**config.mk**
```make
export PLATFORM = sky130hd
export DESIGN_NAME = deque_with_indexed_delete_top
export DESIGN_NICKNAME = d
export VERILOG_FILES = /design/src/hdl/dqid_pkg.sv /design/src/hdl/dqid_ctrl.sv /design/src/hdl/dqid_datapath.sv /design/src/hdl/deque_with_indexed_delete_top.sv
export SDC_FILE = /design/constraint.sdc
export NUM_CORES = 1
export LEC_CHECK = 0
export ABC_CLOCK_PERIOD_IN_PS = 5100
export BUFFER_PORTS_ARGS = -buffer_cell sky130_fd_sc_hd__buf_2
export CAP_MARGIN = 25
export CELL_PAD_IN_SITES_DETAIL_PLACEMENT = 2
export CELL_PAD_IN_SITES_GLOBAL_PLACEMENT = 2
export CORE_ASPECT_RATIO = 1.5
export CORE_MARGIN = 2
export CORE_UTILIZATION = 44
export CTS_BUF_LIST = sky130_fd_sc_hd__clkbuf_8
export CTS_CLUSTER_SIZE = 28
export DETAILED_ROUTE_END_ITERATION = 12
export GPL_ROUTABILITY_DRIVEN = 0
export HOLD_SLACK_MARGIN = 0.05
export PLACE_DENSITY = 0.91
export SLEW_MARGIN = 20
export SYNTH_ARGS = -nofsm -noshare
export SYNTH_HDL_FRONTEND = slang
export SYNTH_SLANG_ARGS = --single-unit
export TNS_END_PERCENT = 20
```
**constraint.sdc**
```tcl
create_clock -name clk_i -period 5.1 [get_ports clk_i]
set_input_delay 1.02 -clock clk_i [delete_from_list [all_inputs] [get_ports clk_i]]
set_output_delay 1.02 -clock clk_i [all_outputs]
set_load 0.01 [all_outputs]
```
**src/hdl/dqid_pkg.sv**
```systemverilog
// Shared types and constants for the deque with indexed delete.
// No dependencies; imported by the controller, the datapath and the top level.
package dqid_pkg;

  localparam int unsigned OP_W  = 2;
  localparam int unsigned VAL_W = 30;
  localparam int unsigned POS_W = 30;

  // Request codes; code 3 only triggers a dump.
  localparam logic [OP_W-1:0] OP_PUSH_FRONT = 2'd0;
  localparam logic [OP_W-1:0] OP_PUSH_BACK  = 2'd1;
  localparam logic [OP_W-1:0] OP_DELETE     = 2'd2;

  typedef enum logic [1:0] {
    ST_IDLE,
    ST_UPDATE,
    ST_DUMP
  } state_e;

  // Controller to datapath
  typedef struct packed {
    logic load;    // capture input beat
    logic update;  // apply request to the list
    logic step;    // emit one result beat
  } cmd_t;

  // Datapath to controller
  typedef struct packed {
    logic slot_free;  // output register can take a beat this cycle
    logic last_beat;  // beat at the cursor is the final one of the request
  } sts_t;

endpackage

```
**src/hdl/dqid_ctrl.sv**
```systemverilog
// Sequencer for the deque: accept, update, then dump the list.
// Depends on dqid_pkg.
module dqid_ctrl (
  input  logic            clk_i,
  input  logic            rst_ni,
  input  logic            in_valid_i,
  output logic            in_ready_o,
  input  dqid_pkg::sts_t  sts_i,
  output dqid_pkg::cmd_t  cmd_o
);
  import dqid_pkg::*;

  state_e state_q, state_d;

  always_ff @(posedge clk_i or negedge rst_ni) begin
    if (!rst_ni) begin
      state_q <= ST_IDLE;
    end else begin
      state_q <= state_d;
    end
  end

  always_comb begin
    state_d     = state_q;
    in_ready_o  = 1'b0;
    cmd_o       = '0;
    unique case (state_q)
      ST_IDLE: begin
        in_ready_o = 1'b1;
        if (in_valid_i) begin
          cmd_o.load = 1'b1;
          state_d    = ST_UPDATE;
        end
      end
      ST_UPDATE: begin
        cmd_o.update = 1'b1;
        state_d      = ST_DUMP;
      end
      ST_DUMP: begin
        cmd_o.step = sts_i.slot_free;
        if (sts_i.slot_free && sts_i.last_beat) begin
          state_d = ST_IDLE;
        end
      end
      default: begin
        state_d = ST_IDLE;
      end
    endcase
  end

endmodule

```
**src/hdl/dqid_datapath.sv**
```systemverilog
// List storage, request latch, dump cursor and output register for the deque.
// Depends on dqid_pkg; driven by dqid_ctrl through cmd_t / sts_t.
module dqid_datapath #(
  parameter int unsigned DEPTH = 16
) (
  input  logic                        clk_i,
  input  logic                        rst_ni,
  input  dqid_pkg::cmd_t              cmd_i,
  output dqid_pkg::sts_t              sts_o,
  input  logic [dqid_pkg::OP_W-1:0]   operation_i,
  input  logic [dqid_pkg::VAL_W-1:0]  value_i,
  input  logic [dqid_pkg::POS_W-1:0]  position_i,
  output logic                        out_valid_o,
  input  logic                        out_ready_i,
  output logic                        direction_o,
  output logic [dqid_pkg::VAL_W-1:0]  element_o,
  output logic                        line_empty_o,
  output logic                        line_end_o,
  output logic                        dropped_o,
  output logic                        last_o
);
  import dqid_pkg::*;

  localparam int unsigned CNT_W = $clog2(DEPTH + 1);
  localparam int unsigned IDX_W = (DEPTH > 1) ? $clog2(DEPTH) : 1;

  // Request latch (payload, no reset)
  logic [OP_W-1:0]  op_q;
  logic [VAL_W-1:0] val_q;
  logic [POS_W-1:0] pos_q;

  always_ff @(posedge clk_i) begin
    if (cmd_i.load) begin
      op_q  <= operation_i;
      val_q <= value_i;
      pos_q <= position_i;
    end
  end

  logic [CNT_W-1:0] count_q, count_d;
  logic             drop_q, drop_d;
  logic             is_push, full, do_push, do_del;

  assign is_push = (op_q == OP_PUSH_FRONT) || (op_q == OP_PUSH_BACK);
  assign full    = (count_q == CNT_W'(DEPTH));
  assign do_push = is_push && !full;
  assign do_del  = (op_q == OP_DELETE) && (pos_q < POS_W'(count_q));

  always_comb begin
    count_d = count_q;
    drop_d  = drop_q;
    if (cmd_i.update) begin
      drop_d = is_push && full;
      if (do_push) begin
        count_d = count_q + CNT_W'(1);
      end else if (do_del) begin
        count_d = count_q - CNT_W'(1);
      end
    end
  end

  // Entry storage: every entry picks its own next value in parallel
  logic [VAL_W-1:0] entries_q [DEPTH];
  logic [VAL_W-1:0] ent_d     [DEPTH];

  for (genvar g = 0; g < DEPTH; g++) begin : g_ent
    logic [VAL_W-1:0] prev_val, next_val;
    if (g == 0) begin : g_first
      assign prev_val = val_q;
    end else begin : g_mid
      assign prev_val = entries_q[g-1];
    end
    if (g == DEPTH - 1) begin : g_last
      assign next_val = entries_q[g];
    end else begin : g_inner
      assign next_val = entries_q[g+1];
    end

    always_comb begin
      ent_d[g] = entries_q[g];
      if (do_push && (op_q == OP_PUSH_FRONT)) begin
        ent_d[g] = prev_val;
      end else if (do_push && (op_q == OP_PUSH_BACK)) begin
        if (CNT_W'(g) == count_q) begin
          ent_d[g] = val_q;
        end
      end else if (do_del) begin
        if (POS_W'(g) >= pos_q) begin
          ent_d[g] = next_val;
        end
      end
    end
  end

  always_ff @(posedge clk_i) begin
    if (cmd_i.update) begin
      entries_q <= ent_d;
    end
  end

  // Dump cursor
  logic [IDX_W-1:0] idx_q, idx_d;
  logic             dir_q, dir_d;
  logic [CNT_W-1:0] cnt_m1;
  logic             empty, line_end;

  assign cnt_m1   = count_q - CNT_W'(1);
  assign empty    = (count_q == '0);
  assign line_end = empty || (dir_q ? (idx_q == '0) : (CNT_W'(idx_q) == cnt_m1));

  always_comb begin
    idx_d = idx_q;
    dir_d = dir_q;
    if (cmd_i.update) begin
      idx_d = '0;
      dir_d = 1'b0;
    end else if (cmd_i.step) begin
      if (!dir_q) begin
        if (line_end) begin
          dir_d = 1'b1;
          idx_d = empty ? '0 : cnt_m1[IDX_W-1:0];
        end else begin
          idx_d = idx_q + IDX_W'(1);
        end
      end else if (!line_end) begin
        idx_d = idx_q - IDX_W'(1);
      end
    end
  end

  // Output register
  logic             out_valid_q, out_valid_d;
  logic             dir_out_q;
  logic [VAL_W-1:0] elem_out_q;
  logic             empty_out_q, end_out_q, drop_out_q, last_out_q;

  assign sts_o.slot_free = !out_valid_q || out_ready_i;
  assign sts_o.last_beat = dir_q && line_end;

  always_comb begin
    out_valid_d = out_valid_q;
    if (cmd_i.step) begin
      out_valid_d = 1'b1;
    end else if (out_ready_i) begin
      out_valid_d = 1'b0;
    end
  end

  always_ff @(posedge clk_i or negedge rst_ni) begin
    if (!rst_ni) begin
      count_q     <= '0;
      drop_q      <= 1'b0;
      idx_q       <= '0;
      dir_q       <= 1'b0;
      out_valid_q <= 1'b0;
    end else begin
      count_q     <= count_d;
      drop_q      <= drop_d;
      idx_q       <= idx_d;
      dir_q       <= dir_d;
      out_valid_q <= out_valid_d;
    end
  end

  always_ff @(posedge clk_i) begin
    if (cmd_i.step) begin
      dir_out_q   <= dir_q;
      elem_out_q  <= empty ? '0 : entries_q[idx_q];
      empty_out_q <= empty;
      end_out_q   <= line_end;
      drop_out_q  <= drop_q;
      last_out_q  <= dir_q && line_end;
    end
  end

  assign out_valid_o  = out_valid_q;
  assign direction_o  = dir_out_q;
  assign element_o    = elem_out_q;
  assign line_empty_o = empty_out_q;
  assign line_end_o   = end_out_q;
  assign dropped_o    = drop_out_q;
  assign last_o       = last_out_q;

endmodule

```
**src/hdl/deque_with_indexed_delete_top.sv**
```systemverilog
// Deque with indexed delete, top level: controller plus datapath.
// First result beat is registered once the request is latched and the list updated.
// One request at a time: a new one is taken only after the dump of the last one ends;
// the dump sends one result beat per cycle while the single output register is free.
// Reset (rst_ni low, asynchronous): list empty, controller idle, no beat pending.
// Depends on dqid_pkg, dqid_ctrl and dqid_datapath.
module deque_with_indexed_delete_top #(
  parameter int unsigned DEPTH = 16  // list capacity, 1..32
) (
  input  logic                        clk_i,
  input  logic                        rst_ni,
  // request channel
  input  logic                        in_valid_i,
  output logic                        in_ready_o,
  input  logic [dqid_pkg::OP_W-1:0]   operation_i,
  input  logic [dqid_pkg::VAL_W-1:0]  value_i,
  input  logic [dqid_pkg::POS_W-1:0]  position_i,
  // result channel
  output logic                        out_valid_o,
  input  logic                        out_ready_i,
  output logic                        direction_o,
  output logic [dqid_pkg::VAL_W-1:0]  element_o,
  output logic                        line_empty_o,
  output logic                        line_end_o,
  output logic                        dropped_o,
  output logic                        last_o
);
  import dqid_pkg::*;

  // Controller: IDLE takes a request beat, UPDATE applies the push or
  // delete to the list (all entries update in parallel), DUMP
  // walks the list front to back then back to front, one beat per cycle
  // whenever the output register is free.
  cmd_t cmd;
  sts_t sts;

  dqid_ctrl u_ctrl (
    .clk_i      (clk_i),
    .rst_ni     (rst_ni),
    .in_valid_i (in_valid_i),
    .in_ready_o (in_ready_o),
    .sts_i      (sts),
    .cmd_o      (cmd)
  );

  // Datapath: entry registers, count, dump cursor and the output register.
  // The output register lets a new request be taken while the final beat of
  // the previous one still waits for the sink.
  dqid_datapath #(
    .DEPTH (DEPTH)
  ) u_dp (
    .clk_i        (clk_i),
    .rst_ni       (rst_ni),
    .cmd_i        (cmd),
    .sts_o        (sts),
    .operation_i  (operation_i),
    .value_i      (value_i),
    .position_i   (position_i),
    .out_valid_o  (out_valid_o),
    .out_ready_i  (out_ready_i),
    .direction_o  (direction_o),
    .element_o    (element_o),
    .line_empty_o (line_empty_o),
    .line_end_o   (line_end_o),
    .dropped_o    (dropped_o),
    .last_o       (last_o)
  );

  // One request in flight: after an accept the controller is busy.
  a_one_in_flight: assert property (@(posedge clk_i) disable iff (!rst_ni)
    (in_valid_i && in_ready_o) |=> (!in_ready_o && cmd.update))
    else $error("request accepted while previous one still being processed");

  // Final beat of a request closes the backward direction.
  a_last_closes_dump: assert property (@(posedge clk_i) disable iff (!rst_ni)
    (out_valid_o && last_o) |-> (direction_o && line_end_o))
    else $error("last beat not at end of backward dump");

  // Empty marker carries no element and ends its direction.
  a_empty_marker: assert property (@(posedge clk_i) disable iff (!rst_ni)
    (out_valid_o && line_empty_o) |-> (line_end_o && (element_o == '0)))
    else $error("malformed empty-list marker");

  // The datapath only gets a step when the output register has room.
  a_step_needs_room: assert property (@(posedge clk_i) disable iff (!rst_ni)
    cmd.step |-> (!out_valid_o || out_ready_i))
    else $error("result beat overwrote a pending one");

endmodule
```
==> flow_summary.toml <==
[run_status]
outcome = "finished clean"

[pwr]
power_density_mw_per_mm2 = 528.7
p_int_mw = 10.54
cellLeakagePower_nw = 11.12
p_sw_mw = 7.023
swShare_pct = 39.99
vdd_drop_max_uv = 342.5
clockPowerShare_pct = 23.8
seqPwrFrac_pct = 39.9
p_total_mw = 17.56
comb_power_share_pct = 36.3

[cts]
htree_levels = 3
postCtsSetupBuffers = 0
tritoncts = "built"
insertion_delay_ns = 0.75
clkTransAtPathRegs_ns = 0.07
clockBufferDepth = 3
cts_hold_buffers = 0
cts_resized = 0
cts.sinks = 591
cts_made_buffers = 95
root_buffer = "clkbuf_8"

[layout]
area_growth_pct = 9.730
nets = 2720
final_util_pct = 48.90
finalInstanceArea_sq_mm = 0.03322
drive_gt1_share_pct = 16.14
fill_cells = 6646

[worst_setup_path]
cp.arrival_ns = 4.87
critPathSlowestCell = "nor2_4"
cp_num_buf_inv = 1
endpoint_kind = "flip-flop"
crit_fanout = 56
start_kind = "flip-flop"
max_stage_delay_ns = 0.82
worstSetupPathType = "flip-flop to flip-flop"
cp_top_family = "simple AND/OR/NAND/NOR gates"
crit_chain = "nor2_2 > a31o_4 > or3_1 > o22ai_1 > nor2_4 > buf_4"
required_ns = 5.49

[run]
drv_cap = 0

[drt]
viasPerCell = 6.840
antenna_left = 0
route.detailed.drc = 0
wire_per_inst_microns = 34.92
vias = 24650
drt-pass1-iter-count = 5
drt_iter0_drc = 3023
finalWirelength_microns = 125800

[synth]
syn-num-nets = 2712
ys_warn_count = 0
synth_edf_count = 577
ys.flop_type = "edfxtp_1"
synthTopCellsByCount = "edfxtp_1, nand2_1, a21oi_1, o21ai_0, o21ai_1"
seq_area_frac_synth_pct = 58.39
ys_types = 68
avgSynthCellArea_sq_um = 11.49
synth_most_common_cell = "edfxtp_1"
synthCells = 2634
synth_area_leaders = "edfxtp_1, mux4_2, a21oi_1, nand2_1, o21ai_0"
synth-seq-cells = 591
yosysTopAreaCell = "edfxtp_1"
synthDominantCellAreaShare_pct = 57.24
async_flop_share_pct = 2.369
synth.cell_area_sq_mm = 0.03027

[min_path]
hp-class = "input port to async pin"

[global_route]
grt.overflow.total = 0
grt_pass1_vias = 26770
grt_pass1_wl_microns = 184200
grt_max_degree = 276
grt_use_total_pct = 35.31
antenna_found_initial = 5

[sta]
rsz0062_at_grt = "false"
max_freq_mhz = 223.0
min_period_over_period_pct = 87.92
finalSetupTns_ns = 0
fin_skew_ns = 0.06248
finalSetupViolations = 0
relSlewSlack_pct = 15.72
worst_pin_slew_ns = 1.264
finalMaxSlewViolations = 0
finalCriticalPeriod_ns = 4.484
hold_violations = 0

[placement]
dp_hpwl_microns = 69800
placed_area_sq_mm = 0.03147
port_buffers = 102

[floorplan]
die_w_microns = 218.2
dieArea_sq_mm = 0.07096
fp.dieH_microns = 325.2
core_area_sq_mm = 0.06793
rows = 117
io_pins = 103
start_util_pct = 44.57
## cells by family (layout without fill, tap and decap cells)
| kind of cell | after synthesis | in the layout | share of synthesized area, % |
|---|---|---|---|
| other | 0 | 3 | 0 |
| buffers and inverters | 252 | 326 | 3.749 |
| flip-flops | 591 | 591 | 58.39 |
| AND/OR/NAND/NOR | 644 | 644 | 8.965 |
| adder cells (fa/ha/maj) | 12 | 12 | 0.4960 |
| AO/OA/AOI/OAI | 932 | 932 | 16.36 |
| XOR/XNOR | 12 | 12 | 0.3927 |
| multiplexers | 191 | 191 | 11.65 |
## power by group through the flow
stage                     Sequential, mW  Combinational, mW  Clock [mW]
after global routing                7.04               6.68        4.38
after floorplan                     6.71               4.11           0
after CTS                           6.98               6.25        4.24
after detailed placement            7.03               5.97           0
after global placement              6.96               5.48           0
final                               7.01               6.37        4.18
## flip-flops by register name, indices dropped and copies added (netlist names)
register             count
u_dp.direction_o         1
u_dp.op_q                2
u_dp.line_end_o          1
u_dp.line_empty_o        1
u_ctrl.state_q           2
u_dp.element_o          30
u_dp.count_q             5
u_dp.g_ent.prev_val    120
u_dp.dir_q               1
u_dp.drop_q              1
u_dp.pos_q              30
u_dp.out_valid_o         1
u_dp.idx_q               4
u_dp.last_o              1
u_dp.g_ent.next_val    390
u_dp.dropped_o           1
## per-layer routing
layer | part of all wire, % | GRT usage, %
met1 | 36 | 41.42
met5 | 0 | 0
met2 | 49 | 58.22
met4 | 7.9 | 25.33
met3 | 7.4 | 6.274
## final timing paths
| kind | startpoint | to | slack, ns | cells past startpoint |
|---|---|---|---|---|
| setup / recovery | u_dp.count_q[2]$_DFFE_PN0P_ | u_dp.g_ent[4].next_val[16]$_DFFE_PP_ | 0.62 | 6 |
| hold / removal | rst_ni | u_dp.count_q[4]$_DFFE_PN0P_ | 0.20 | 1 |
| setup reg to reg | u_dp.count_q[2]$_DFFE_PN0P_ | u_dp.g_ent[4].next_val[16]$_DFFE_PP_ | 0.62 | 6 |
| hold reg to reg | u_dp.drop_q$_DFFE_PN0P_ | u_dp.dropped_o$_DFFE_PP_ | 0.47 | 0 |
| max in group asynchronous | rst_ni | u_dp.idx_q[1]$_DFFE_PN0P_ | 4.60 | 1 |
| min in group clk_i | value_i[11] | u_dp.g_ent[0].prev_val[11]$_DFFE_PP_ | 0.46 | 1 |
## worst register-to-register path, cell delays in order, from the launching register on
cell and delay (ns):
dfrtp_1 0.61, nor2_2 0.59, a31o_4 0.75, or3_1 0.64, o22ai_1 0.30, nor2_4 0.82, buf_4 0.42
## metrics by stage
| stage | worst slack (ns) | instances | hold slack [ns] |
|---|---|---|---|
| final | 0.6160 | 3603 | 0.1969 |
| after global routing | 0.6180 | 3603 | 0.2255 |
| after CTS | 0.8077 | 3600 | 0.1656 |
| after detailed placement | 1.070 | 3437 | 0.4439 |
| after global placement | 1.339 | 3436 | 0.4376 |
| after floorplan | 0.4778 | 2634 | 0.4248 |
## layout by cell type, fill, tap and decap left out, types with 35 or more instances in the layout
cell type / Yosys / layout
nand2_1: 508 / 508
o21ai_1: 197 / 196
inv_1: 11 / 36
buf_4: 6 / 37
edfxtp_1: 577 / 577
mux4_2: 126 / 126
clkbuf_8: 0 / 99
mux2i_1: 35 / 35
o21ai_0: 227 / 227
a21oi_1: 426 / 426
buf_2: 76 / 102
## area by class of cell
class | instances | area, sq um | share of cell area (%)
antenna | 3 | 7.507 | 0.02260
multi-input combinational | 1791 | 11590 | 34.90
timing repair buffer | 151 | 1023 | 3.081
inverter | 12 | 52.55 | 0.1582
sequential | 591 | 17690 | 53.25
clock inverter | 64 | 374.1 | 1.126
clock buffer | 99 | 1363 | 4.102
tap | 892 | 1116 | 3.360
(Power assumes the default switching activity.)
